===== src/rtl/psc_pkg.sv =====
// ----------------------------------------------------------------------------
// psc_pkg: shared types and codes for the pinned slot cache table
// Command and status codes, field widths, and the records that move between
// the front end, the command queue and the execution back end.
// ----------------------------------------------------------------------------
package psc_pkg;

  localparam int CMD_W    = 2;
  localparam int IDX_W    = 4;
  localparam int HANDLE_W = 32;
  localparam int HIT_W    = 32;
  localparam int STATUS_W = 2;
  localparam int CNT_W    = 5;   // width of cells_in_use and of active counts
  localparam int QDEPTH   = 2;   // command queue entries, a power of two

  localparam logic [CNT_W-1:0] CFG_RESET = 5'd16;

  localparam logic [CMD_W-1:0] CMD_SET     = 2'd0;
  localparam logic [CMD_W-1:0] CMD_GET     = 2'd1;
  localparam logic [CMD_W-1:0] CMD_RELEASE = 2'd2;

  localparam logic [STATUS_W-1:0] ST_OK       = 2'd0;
  localparam logic [STATUS_W-1:0] ST_CONFLICT = 2'd1;
  localparam logic [STATUS_W-1:0] ST_FULL     = 2'd2;

  // Classified command as it waits in the queue
  typedef struct packed {
    logic [CMD_W-1:0]    command;
    logic [IDX_W-1:0]    cell_index;
    logic [CNT_W-1:0]    start;      // scan start, already reduced mod active
    logic [HANDLE_W-1:0] handle;
    logic [CNT_W-1:0]    active;     // active cell count, 1 .. cell limit
    logic                idx_ok;     // cell_index below the active count
  } psc_item_t;

  typedef struct packed {
    logic [STATUS_W-1:0] status;
    logic [IDX_W-1:0]    chosen_cell;
    logic [HANDLE_W-1:0] handle_out;
    logic                evicted_valid;
    logic [HIT_W-1:0]    hit_count;
  } psc_result_t;

  typedef struct packed {
    logic full;
    logic empty;
  } psc_q_stat_t;

endpackage


===== src/rtl/psc_in_if.sv =====
// ----------------------------------------------------------------------------
// psc_in_if: command channel
// Valid/ready channel that carries one cache command per transfer.
// ----------------------------------------------------------------------------
interface psc_in_if;
  import psc_pkg::*;

  logic                valid;
  logic                ready;
  logic [CMD_W-1:0]    command;
  logic [IDX_W-1:0]    cell_index;
  logic [IDX_W-1:0]    start_index;
  logic [HANDLE_W-1:0] data_handle;

  modport source (output valid, output command, output cell_index,
                  output start_index, output data_handle, input ready);
  modport sink   (input valid, input command, input cell_index,
                  input start_index, input data_handle, output ready);
endinterface


===== src/rtl/psc_out_if.sv =====
// ----------------------------------------------------------------------------
// psc_out_if: result channel
// Valid/ready channel that carries one command result per transfer.
// ----------------------------------------------------------------------------
interface psc_out_if;
  import psc_pkg::*;

  logic                valid;
  logic                ready;
  logic [STATUS_W-1:0] status;
  logic [IDX_W-1:0]    chosen_cell;
  logic [HANDLE_W-1:0] handle_out;
  logic                evicted_valid;
  logic [HIT_W-1:0]    hit_count;

  modport source (output valid, output status, output chosen_cell,
                  output handle_out, output evicted_valid, output hit_count,
                  input ready);
  modport sink   (input valid, input status, input chosen_cell,
                  input handle_out, input evicted_valid, input hit_count,
                  output ready);
endinterface


===== src/rtl/psc_front.sv =====
// ----------------------------------------------------------------------------
// psc_front: command intake and classification
// Holds the cells_in_use register, clamps it to an active count, reduces the
// scan start and checks the addressed cell, then pushes into the queue.
// ----------------------------------------------------------------------------
module psc_front #(
  parameter int ACT_MAX = 16
) (
  input  logic                          clk,
  input  logic                          rst_n,
  input  logic                          cfg_we,
  input  logic [psc_pkg::CNT_W-1:0]     cfg_wdata,
  input  logic                          in_valid,
  output logic                          in_ready,
  input  logic [psc_pkg::CMD_W-1:0]     in_command,
  input  logic [psc_pkg::IDX_W-1:0]     in_cell_index,
  input  logic [psc_pkg::IDX_W-1:0]     in_start_index,
  input  logic [psc_pkg::HANDLE_W-1:0]  in_data_handle,
  input  psc_pkg::psc_q_stat_t          q_stat,
  output logic                          q_push,
  output psc_pkg::psc_item_t            q_item
);
  import psc_pkg::*;

  localparam logic [CNT_W-1:0] ACT_LIMIT = CNT_W'(ACT_MAX);
  localparam int REM_W = CNT_W + IDX_W;

  logic [CNT_W-1:0] cells_in_use_r;
  logic [CNT_W-1:0] cells_in_use_nxt;
  logic [CNT_W-1:0] active;
  logic [REM_W-1:0] rem;
  logic [REM_W-1:0] div_step;

  always_comb begin
    cells_in_use_nxt = cfg_we ? cfg_wdata : cells_in_use_r;
  end

  always_ff @(posedge clk) begin
    if (!rst_n) begin
      cells_in_use_r <= CFG_RESET;
    end else begin
      cells_in_use_r <= cells_in_use_nxt;
    end
  end

  // Clamp: zero acts as one, anything past the table acts as the table size
  always_comb begin
    if (cells_in_use_r == '0) begin
      active = CNT_W'(1);
    end else if (cells_in_use_r > ACT_LIMIT) begin
      active = ACT_LIMIT;
    end else begin
      active = cells_in_use_r;
    end
  end

  // Restoring remainder: the quotient fits in the start field, one bit a step
  always_comb begin
    rem      = REM_W'(in_start_index);
    div_step = '0;
    for (int i = IDX_W - 1; i >= 0; i--) begin
      div_step = REM_W'(active) << i;
      if (rem >= div_step) begin
        rem = rem - div_step;
      end
    end
  end

  assign in_ready = !q_stat.full;
  assign q_push   = in_valid && in_ready;

  always_comb begin
    q_item.command    = in_command;
    q_item.cell_index = in_cell_index;
    q_item.start      = rem[CNT_W-1:0];
    q_item.handle     = in_data_handle;
    q_item.active     = active;
    q_item.idx_ok     = CNT_W'(in_cell_index) < active;
  end

endmodule


===== src/rtl/psc_queue.sv =====
// ----------------------------------------------------------------------------
// psc_queue: command queue
// Short FIFO of classified commands between the front end and the back end.
// ----------------------------------------------------------------------------
module psc_queue (
  input  logic                 clk,
  input  logic                 rst_n,
  input  logic                 push,
  input  psc_pkg::psc_item_t   wr_item,
  input  logic                 pop,
  output psc_pkg::psc_item_t   rd_item,
  output psc_pkg::psc_q_stat_t stat
);
  import psc_pkg::*;

  localparam int PTR_W = (QDEPTH > 1) ? $clog2(QDEPTH) : 1;
  localparam int CNT_QW = $clog2(QDEPTH + 1);

  psc_item_t         entries_r [QDEPTH];
  logic [PTR_W-1:0]  wr_ptr_r, wr_ptr_nxt;
  logic [PTR_W-1:0]  rd_ptr_r, rd_ptr_nxt;
  logic [CNT_QW-1:0] count_r, count_nxt;

  always_comb begin
    wr_ptr_nxt = push ? wr_ptr_r + PTR_W'(1) : wr_ptr_r;
    rd_ptr_nxt = pop ? rd_ptr_r + PTR_W'(1) : rd_ptr_r;
    count_nxt  = count_r;
    if (push && !pop) begin
      count_nxt = count_r + CNT_QW'(1);
    end else if (pop && !push) begin
      count_nxt = count_r - CNT_QW'(1);
    end
  end

  always_ff @(posedge clk) begin
    if (!rst_n) begin
      wr_ptr_r <= '0;
      rd_ptr_r <= '0;
      count_r  <= '0;
    end else begin
      wr_ptr_r <= wr_ptr_nxt;
      rd_ptr_r <= rd_ptr_nxt;
      count_r  <= count_nxt;
    end
  end

  always_ff @(posedge clk) begin
    if (push) begin
      entries_r[wr_ptr_r] <= wr_item;
    end
  end

  assign rd_item    = entries_r[rd_ptr_r];
  assign stat.full  = (count_r == CNT_QW'(QDEPTH));
  assign stat.empty = (count_r == '0);

endmodule


===== src/rtl/psc_back.sv =====
// ----------------------------------------------------------------------------
// psc_back: command execution
// Pops one command, picks its target cell (circular free-cell find for set),
// then reads, updates and writes the cell and registers the result.
// ----------------------------------------------------------------------------
module psc_back #(
  parameter int ACT_MAX     = 16,
  parameter int MAX_READERS = 255,
  parameter int HW          = 32
) (
  input  logic                 clk,
  input  logic                 rst_n,
  input  psc_pkg::psc_q_stat_t q_stat,
  input  psc_pkg::psc_item_t   q_item,
  output logic                 q_pop,
  input  logic                 out_ready,
  output logic                 out_valid,
  output psc_pkg::psc_result_t out_result
);
  import psc_pkg::*;

  localparam int PW = $clog2(ACT_MAX);
  localparam int RW = $clog2(MAX_READERS + 1);
  localparam logic [RW-1:0] RD_MAX = RW'(MAX_READERS);

  typedef enum logic {B_IDLE, B_RUN} bstate_t;

  bstate_t     state_r, state_nxt;
  psc_item_t   item_r, item_nxt;
  logic [PW-1:0] tgt_r, tgt_nxt;
  logic        found_r, found_nxt;
  logic        out_valid_r, out_valid_nxt;
  psc_result_t result_r, result_nxt;

  logic [RW-1:0]    reader_counts_r [ACT_MAX];
  logic [HW-1:0]    cell_handles_r  [ACT_MAX];
  logic [HIT_W-1:0] cell_hits_r     [ACT_MAX];

  logic [ACT_MAX-1:0] free_vec, hi_vec;
  logic               found_hi, found_any;
  logic [PW-1:0]      first_hi, first_any;
  logic [CNT_W-1:0]   idx_ext;

  logic [RW-1:0]    cur_rc;
  logic [HW-1:0]    cur_hd;
  logic [HIT_W-1:0] cur_hits;
  logic [HW-1:0]    req_hd;
  logic             rc_we, hd_we, hits_we;
  logic [RW-1:0]    rc_val;
  logic [HIT_W-1:0] hits_val;
  logic             fire;

  // Circular find: first free cell at or after the start, else the first one
  always_comb begin
    found_hi  = 1'b0;
    found_any = 1'b0;
    first_hi  = '0;
    first_any = '0;
    for (int c = 0; c < ACT_MAX; c++) begin
      free_vec[c] = (CNT_W'(c) < q_item.active) && (reader_counts_r[c] == '0);
      hi_vec[c]   = free_vec[c] && (CNT_W'(c) >= q_item.start);
    end
    for (int c = ACT_MAX - 1; c >= 0; c--) begin
      if (hi_vec[c]) begin
        found_hi = 1'b1;
        first_hi = PW'(c);
      end
      if (free_vec[c]) begin
        found_any = 1'b1;
        first_any = PW'(c);
      end
    end
  end

  assign idx_ext  = CNT_W'(q_item.cell_index);
  assign cur_rc   = reader_counts_r[tgt_r];
  assign cur_hd   = cell_handles_r[tgt_r];
  assign cur_hits = cell_hits_r[tgt_r];
  assign req_hd   = item_r.handle[HW-1:0];
  assign fire     = (state_r == B_RUN) && (!out_valid_r || out_ready);

  always_comb begin
    state_nxt     = state_r;
    item_nxt      = item_r;
    tgt_nxt       = tgt_r;
    found_nxt     = found_r;
    out_valid_nxt = out_valid_r && !out_ready;
    result_nxt    = result_r;
    q_pop         = 1'b0;
    rc_we         = 1'b0;
    hd_we         = 1'b0;
    hits_we       = 1'b0;
    rc_val        = cur_rc;
    hits_val      = cur_hits;

    case (state_r)
      B_IDLE: begin
        if (!q_stat.empty) begin
          q_pop     = 1'b1;
          item_nxt  = q_item;
          state_nxt = B_RUN;
          if (q_item.command == CMD_SET) begin
            tgt_nxt   = found_hi ? first_hi : first_any;
            found_nxt = found_any;
          end else begin
            tgt_nxt   = idx_ext[PW-1:0];
            found_nxt = 1'b0;
          end
        end
      end
      B_RUN: begin
        if (fire) begin
          out_valid_nxt            = 1'b1;
          state_nxt                = B_IDLE;
          result_nxt.status        = ST_CONFLICT;
          result_nxt.chosen_cell   = item_r.cell_index;
          result_nxt.handle_out    = '0;
          result_nxt.evicted_valid = 1'b0;
          result_nxt.hit_count     = '0;
          case (item_r.command)
            CMD_SET: begin
              if (found_r) begin
                hd_we                    = 1'b1;
                result_nxt.status        = ST_OK;
                result_nxt.chosen_cell   = IDX_W'(CNT_W'(tgt_r));
                result_nxt.handle_out    = HANDLE_W'(cur_hd);
                result_nxt.evicted_valid = (cur_hd != '0);
              end else begin
                result_nxt.status      = ST_FULL;
                result_nxt.chosen_cell = item_r.start[IDX_W-1:0];
              end
            end
            CMD_GET: begin
              if (item_r.idx_ok && (cur_rc != RD_MAX)) begin
                rc_we    = 1'b1;
                hits_we  = 1'b1;
                rc_val   = cur_rc + RW'(1);
                hits_val = (cur_hits != '1) ? cur_hits + HIT_W'(1) : cur_hits;
                result_nxt.status     = ST_OK;
                result_nxt.handle_out = HANDLE_W'(cur_hd);
                result_nxt.hit_count  = hits_val;
              end
            end
            CMD_RELEASE: begin
              if (item_r.idx_ok && (cur_hd == req_hd) && (cur_rc != '0)) begin
                rc_we             = 1'b1;
                rc_val            = cur_rc - RW'(1);
                result_nxt.status = ST_OK;
              end
            end
            default: begin
              result_nxt.status = ST_CONFLICT;
            end
          endcase
        end
      end
      default: begin
        state_nxt = B_IDLE;
      end
    endcase
  end

  always_ff @(posedge clk) begin
    if (!rst_n) begin
      state_r     <= B_IDLE;
      out_valid_r <= 1'b0;
    end else begin
      state_r     <= state_nxt;
      out_valid_r <= out_valid_nxt;
    end
    item_r   <= item_nxt;
    tgt_r    <= tgt_nxt;
    found_r  <= found_nxt;
    result_r <= result_nxt;
  end

  always_ff @(posedge clk) begin
    if (!rst_n) begin
      for (int c = 0; c < ACT_MAX; c++) begin
        reader_counts_r[c] <= '0;
        cell_handles_r[c]  <= '0;
        cell_hits_r[c]     <= '0;
      end
    end else begin
      if (rc_we) begin
        reader_counts_r[tgt_r] <= rc_val;
      end
      if (hd_we) begin
        cell_handles_r[tgt_r] <= req_hd;
      end
      if (hits_we) begin
        cell_hits_r[tgt_r] <= hits_val;
      end
    end
  end

  assign out_valid  = out_valid_r;
  assign out_result = result_r;

endmodule


===== src/rtl/pinned_slot_cache_table.sv =====
// ----------------------------------------------------------------------------
// pinned_slot_cache_table: reference-counted cache cell table
// Set, get and release commands on a table of pinned cache cells.
// ----------------------------------------------------------------------------
// Each command transfer on in_ch yields exactly one result transfer on out_ch,
// in order. The execution unit takes every command through two states: the
// idle state pops it from the command queue and picks the target cell (for
// set, a circular find of the first unpinned active cell from the reduced
// start index), and the run state reads, updates and writes that cell and
// loads the output register, waiting while an earlier result still stalls on
// out_ch. It finishes one command before it pops the next; out_valid comes
// from the output register. A two-entry command queue lets in_ch keep
// accepting while a result waits on out_ch. cells_in_use is written through
// cfg_we/cfg_wdata; the user must write it only while the block is idle, and
// the block does not enforce it. 0 acts as one cell and values past the table
// act as its size. All cell state is cleared by reset with no extra sweep.
// ----------------------------------------------------------------------------
module pinned_slot_cache_table #(
  parameter int CELLS       = 16,
  parameter int MAX_READERS = 255,
  parameter int HANDLE_BITS = 32
) (
  input  logic                      clk,
  input  logic                      rst_n,
  psc_in_if.sink                    in_ch,
  psc_out_if.source                 out_ch,
  input  logic                      cfg_we,
  input  logic [psc_pkg::CNT_W-1:0] cfg_wdata
);
  import psc_pkg::*;

  // cells_in_use tops out at 31, so cells past that are never reachable
  localparam int CFG_MAX = (1 << CNT_W) - 1;
  localparam int ACT_MAX = (CELLS < CFG_MAX) ? CELLS : CFG_MAX;
  // Handles arrive 32 bits wide; keep only the bits the table stores
  localparam int HW = (HANDLE_BITS < HANDLE_W) ? HANDLE_BITS : HANDLE_W;

  psc_q_stat_t q_stat;
  psc_item_t   wr_item;
  psc_item_t   rd_item;
  psc_result_t result;
  logic        q_push;
  logic        q_pop;

  // Front: hold the config register, classify each command, push it
  psc_front #(
    .ACT_MAX (ACT_MAX)
  ) u_front (
    .clk            (clk),
    .rst_n          (rst_n),
    .cfg_we         (cfg_we),
    .cfg_wdata      (cfg_wdata),
    .in_valid       (in_ch.valid),
    .in_ready       (in_ch.ready),
    .in_command     (in_ch.command),
    .in_cell_index  (in_ch.cell_index),
    .in_start_index (in_ch.start_index),
    .in_data_handle (in_ch.data_handle),
    .q_stat         (q_stat),
    .q_push         (q_push),
    .q_item         (wr_item)
  );

  // Queue: decouple intake from execution
  psc_queue u_queue (
    .clk     (clk),
    .rst_n   (rst_n),
    .push    (q_push),
    .wr_item (wr_item),
    .pop     (q_pop),
    .rd_item (rd_item),
    .stat    (q_stat)
  );

  // Back: own the cell state, run one command at a time, hold the result
  psc_back #(
    .ACT_MAX     (ACT_MAX),
    .MAX_READERS (MAX_READERS),
    .HW          (HW)
  ) u_back (
    .clk        (clk),
    .rst_n      (rst_n),
    .q_stat     (q_stat),
    .q_item     (rd_item),
    .q_pop      (q_pop),
    .out_ready  (out_ch.ready),
    .out_valid  (out_ch.valid),
    .out_result (result)
  );

  // Drive the result channel straight from the output register
  assign out_ch.status        = result.status;
  assign out_ch.chosen_cell   = result.chosen_cell;
  assign out_ch.handle_out    = result.handle_out;
  assign out_ch.evicted_valid = result.evicted_valid;
  assign out_ch.hit_count     = result.hit_count;

endmodule


===== src/flat_wrapper.sv =====
// flat-port wrapper written by rule: the top's interface ports become plain ports
module pinned_slot_cache_table_flat import psc_pkg::*;
#(
  parameter int CELLS       = 16,
  parameter int MAX_READERS = 255,
  parameter int HANDLE_BITS = 32
)
  (clk, rst_n, cfg_we, cfg_wdata, in_ch_valid, in_ch_command, in_ch_cell_index, in_ch_start_index, in_ch_data_handle, in_ch_ready, out_ch_valid, out_ch_status, out_ch_chosen_cell, out_ch_handle_out, out_ch_evicted_valid, out_ch_hit_count, out_ch_ready);
  psc_in_if in_ch_i ();
  psc_out_if out_ch_i ();
  input  logic clk;
  input  logic rst_n;
  input  logic cfg_we;
  input  logic [psc_pkg::CNT_W-1:0] cfg_wdata;
  input wire logic [$bits(in_ch_i.valid)-1:0] in_ch_valid;
  input wire logic [$bits(in_ch_i.command)-1:0] in_ch_command;
  input wire logic [$bits(in_ch_i.cell_index)-1:0] in_ch_cell_index;
  input wire logic [$bits(in_ch_i.start_index)-1:0] in_ch_start_index;
  input wire logic [$bits(in_ch_i.data_handle)-1:0] in_ch_data_handle;
  output wire logic [$bits(in_ch_i.ready)-1:0] in_ch_ready;
  output wire logic [$bits(out_ch_i.valid)-1:0] out_ch_valid;
  output wire logic [$bits(out_ch_i.status)-1:0] out_ch_status;
  output wire logic [$bits(out_ch_i.chosen_cell)-1:0] out_ch_chosen_cell;
  output wire logic [$bits(out_ch_i.handle_out)-1:0] out_ch_handle_out;
  output wire logic [$bits(out_ch_i.evicted_valid)-1:0] out_ch_evicted_valid;
  output wire logic [$bits(out_ch_i.hit_count)-1:0] out_ch_hit_count;
  input wire logic [$bits(out_ch_i.ready)-1:0] out_ch_ready;
  assign in_ch_i.valid = in_ch_valid;
  assign in_ch_i.command = in_ch_command;
  assign in_ch_i.cell_index = in_ch_cell_index;
  assign in_ch_i.start_index = in_ch_start_index;
  assign in_ch_i.data_handle = in_ch_data_handle;
  assign in_ch_ready = in_ch_i.ready;
  assign out_ch_valid = out_ch_i.valid;
  assign out_ch_status = out_ch_i.status;
  assign out_ch_chosen_cell = out_ch_i.chosen_cell;
  assign out_ch_handle_out = out_ch_i.handle_out;
  assign out_ch_evicted_valid = out_ch_i.evicted_valid;
  assign out_ch_hit_count = out_ch_i.hit_count;
  assign out_ch_i.ready = out_ch_ready;
  pinned_slot_cache_table #(.CELLS(CELLS), .MAX_READERS(MAX_READERS), .HANDLE_BITS(HANDLE_BITS)) u_core (.clk(clk), .rst_n(rst_n), .in_ch(in_ch_i), .out_ch(out_ch_i), .cfg_we(cfg_we), .cfg_wdata(cfg_wdata));
endmodule

===== config.mk =====
export PLATFORM = sky130hd
export DESIGN_NAME = pinned_slot_cache_table_flat
export DESIGN_NICKNAME = d
export VERILOG_FILES = /design/src/rtl/psc_pkg.sv /design/src/rtl/psc_in_if.sv /design/src/rtl/psc_out_if.sv /design/src/rtl/psc_front.sv /design/src/rtl/psc_queue.sv /design/src/rtl/psc_back.sv /design/src/rtl/pinned_slot_cache_table.sv /design/src/flat_wrapper.sv
export SDC_FILE = /design/constraint.sdc
export NUM_CORES = 2
export LEC_CHECK = 0
export BUFFER_PORTS_ARGS = -buffer_cell sky130_fd_sc_hd__buf_2
export CAP_MARGIN = 25
export CORE_MARGIN = 2
export CORE_UTILIZATION = 45
export CTS_CLUSTER_DIAMETER = 80
export DETAILED_ROUTE_END_ITERATION = 8
export PLACE_DENSITY = 0.57
export SKIP_LAST_GASP = 1
export SYNTH_ARGS = -nofsm -noshare
export SYNTH_HDL_FRONTEND = slang
export SYNTH_HIERARCHICAL = 1
export SYNTH_SLANG_ARGS = --single-unit

===== constraint.sdc =====
create_clock -name clk -period 9.9 [get_ports clk]
set_input_delay 1.485 -clock clk [delete_from_list [all_inputs] [get_ports clk]]
set_output_delay 1.485 -clock clk [all_outputs]
set_load 0.02 [all_outputs]

==> flow_summary.yaml <==
placed_design:
  portBuffers: 124
  place_congestion: 0.865
  dp_hpwl_um: 114000
  dp_slack_ns: 1.19
  dp_cells: 6367
  place_area_um2: 68000
synthesis:
  syn_area_um2: 65400
  synth_top_area_share_pct: 62.9
  syn_avg_cell_area_um2: 14.2
  yosysSeqAreaShare_pct: 63.4
  syn_nets: 4677
  synth-edff-count: 1369
  yosysTopAreaCell: "edfxtp_1"
  async_flop_share_pct: 0
  yosys_warnings: 6
  synth_cells: 4593
  synth_ff_type: "edfxtp_1"
  synth_seq_cells: 1385
  synth_cell_types: 117
  synth_area_leaders: "edfxtp_1 (63%), mux4_2 (8.8%), and2_1 (4.6%), nor2_1 (3.9%), mux2i_1 (2.1%)"
layout:
  antenna_cells: 0
  postLayoutCellArea_um2: 73000
  nets: 4710
  stdcell_count: 6652
  n_fill_cell: 12200
  final_core_util_pct: 50.7
  drive_above_1_share_pct: 21.7
  syn2layout_area_growth_pct: 11.6
clocking:
  cts_made_buffers: 154
  root_buffer: "clkbuf_16"
  post-cts-setup-buffers: 0
  clock_path_buffers: 3
  clock_sinks: 1385
  cts-resized-gates: 0
  cts.reportedPaths.clkPinSlew_ns: 0.06
  htreeDepth: 4
  clkLatencyLatePin_ns: 0.81
  cts_hold_buffers: 0
  cts_tree: "yes"
min_path:
  hp-class: "flip-flop to flip-flop"
  min_from: "u_core/u_queue/count_r[1]"
  min_path_cells: 2
  hold_end: "u_core/u_queue/count_r[1]"
detailed_routing:
  routed_wl_um: 193000
  drc_errors: 0
  first_pass_iters: 7
  met3_length_um: 17800
  vias: 40500
  wl_met1_um: 82300
  wl_per_cell_um: 29.0
  ant_nets: 0
  dr.first_iter.drc_count: 4912
  viasPerCell: 6.08
  top_layer: "met4"
  met2WireLength_um: 88000
sta:
  period_share_pct: 81.0
  setup_violations: 0
  setup_ws_ns: 1.88
  grt_setup_unrepaired: "no"
  max_clock_freq_ghz: 0.125
  finalHoldWorstSlack_ns: 0.506
  relSlewSlack_pct: 24.0
  fin_tns_setup_ns: 0
  slew_viol_final: 0
  fin_crit_ns: 8.02
  fin_skew_ns: 0.0512
  tightest_slew_ns: 1.14
  hold_viol_final: 0
grt:
  grt_usage_pct: 26.1
  grt_pass1_wl_um: 280000
  antenna_found_initial: 14
  grt_start_max_net_pins: 108
  grt_pass1_vias: 40000
  grt.overflow.total: 0
worst_setup_path:
  r2r_end: "u_core/u_queue/entries_r[1][39]"
  regToRegStartpoint: "u_core/u_front/cells_in_use_r[4]"
  cp-start-kind: "flip-flop"
  crit_arrival_ns: 8.55
  endpoint_kind: "flip-flop"
  max_stage_delay_ns: 0.51
  critPathRequiredTime_ns: 10.43
  reg2reg_depth: 29
  cp_slowest_cell: "dfxtp_1"
  critical_path_class: "flip-flop to flip-flop"
  cp_max_fo: 9
  r2r_slack_ns: 1.88
power_and_ir_drop:
  total_power_mw: 20.8
  p_leak_nw: 25.3
  powerDensity_nw_per_um2: 285
  irDropWorstVdd_mv: 0.250
die:
  dieWidth_um: 385
  core_um2: 144000
  rows: 139
  dieArea_um2: 148000
  ioPinCount: 125
  start_util_pct: 45.4
  die-height_um: 385
flow_run:
  maxCapViolations: 0
outcome:
  outcome: "completed"
-- metal layers --
metal / global-route usage (%) / up-vias
met2: 40.1 / 1891
met5: 0 / -
li1: - / 17500
met4: 6.77 / 0
met3: 4.86 / 276
met1: 38.2 / 20800
-- cells by family after synthesis --
logic type | share of synthesized area (%)
buf+inv | 3.68
simple gates | 13.5
fa+ha+maj | 0.647
xor+xnor | 1.13
flops | 63.4
compound gates | 5.31
mux | 12.4
-- Yosys cell counts (62+ instances only) --
cell,n
mux4_2,256
edfxtp_1,1369
mux2_2,74
nand3_1,62
nand2_1,142
buf_4,64
nor2_1,675
clkbuf_1,259
and2_1,477
mux2i_1,140
nor4_1,97
nor3_1,92
-- state kept, by name, indices dropped and copies added, names as in the netlist, 2 cells and up, named ones only --
name                           flops
u_core/u_back/cell_handles_r     512
u_core/u_back/reader_counts_r    128
u_core/u_queue/count_r             2
u_core/u_queue/entries_r          98
u_core/u_back/cell_hits_r        512
u_core/u_back/item_r              11
u_core/u_back/tgt_r                4
u_core/u_back/out_result          71
u_core/u_back/req_hd              32
u_core/u_front/cells_in_use_r      5
-- critical path: cells and delay by family (launching register included) --
family	cells	cell delay [ns]
simple gates	10	2.68
buf+inv	2	0.34
compound gates	11	2.16
mux	2	0.67
fa+ha+maj	4	1.38
flops	1	0.51
-- worst max-delay path by stage --
stage / slack, ns / startpoint / depth (start not counted) / endpoint
6_report: 1.88 / u_core/u_front/cells_in_use_r[4] / 29 / u_core/u_queue/entries_r[1][39]
5_1_grt: 1.11 / u_core/u_front/cells_in_use_r[4] / 29 / u_core/u_queue/entries_r[0][39]
4_1_cts: 1.82 / u_core/u_front/cells_in_use_r[4] / 29 / u_core/u_queue/entries_r[0][39]
3_5_place_dp: 1.19 / in_ch_start_index[3] / 31 / u_core/u_queue/entries_r[0][39]
3_3_place_gp: 1.25 / in_ch_start_index[3] / 31 / u_core/u_queue/entries_r[0][39]
2_1_floorplan: 2.06 / in_ch_start_index[3] / 31 / u_core/u_queue/entries_r[0][39]
-- placed cells by master (no fill, tap or decap), types with 16 or more instances in the layout --
| cell type | synthesis | layout |
|---|---|---|
| xnor2_1 | 31 | 31 |
| nor2b_1 | 30 | 26 |
| a21oi_1 | 58 | 57 |
| and2_1 | 477 | 476 |
| xor2_1 | 20 | 20 |
| a2111oi_2 | 18 | 18 |
| ha_1 | 29 | 29 |
| clkinv_2 | 0 | 25 |
| a22oi_1 | 41 | 41 |
| clkbuf_1 | 259 | 35 |
| a2111oi_0 | 39 | 39 |
| mux2i_1 | 140 | 140 |
| clkinv_1 | 4 | 37 |
| nand2_1 | 142 | 125 |
| buf_4 | 64 | 142 |
| and3_1 | 18 | 18 |
| nand4_1 | 22 | 22 |
| clkbuf_16 | 0 | 155 |
| o21ai_0 | 56 | 40 |
| nor2_2 | 3 | 19 |
| nand2_2 | 1 | 17 |
| o31ai_1 | 23 | 22 |
| o21ai_4 | 0 | 16 |
| edfxtp_1 | 1369 | 1369 |
| mux4_2 | 256 | 256 |
| nor3_1 | 92 | 92 |
| nor2_1 | 675 | 657 |
| nor4_1 | 97 | 97 |
| a31oi_1 | 20 | 20 |
| mux2_2 | 74 | 74 |
| buf_2 | 49 | 133 |
| inv_1 | 39 | 38 |
| nand3_1 | 62 | 53 |
-- report_power, final --
part	switching [mW]	internal, mW	leakage [nW]	total (mW)
combinational	5.00	2.58	8.88	7.58
sequential	0.589	7.03	14.1	7.62
clock	2.41	3.19	2.39	5.61
-- area by class of cell --
type	count	area, um2	area share (%)
Tap cell	1903	2380	3.26
Inverter	44	165	0.226
Multi-Input combinational cell	2747	22000	30.2
Clock inverter	89	898	1.23
Clock buffer	190	4010	5.50
Timing Repair Buffer	294	2050	2.81
Sequential cell	1385	41400	56.8
(Power assumes the default switching activity.)
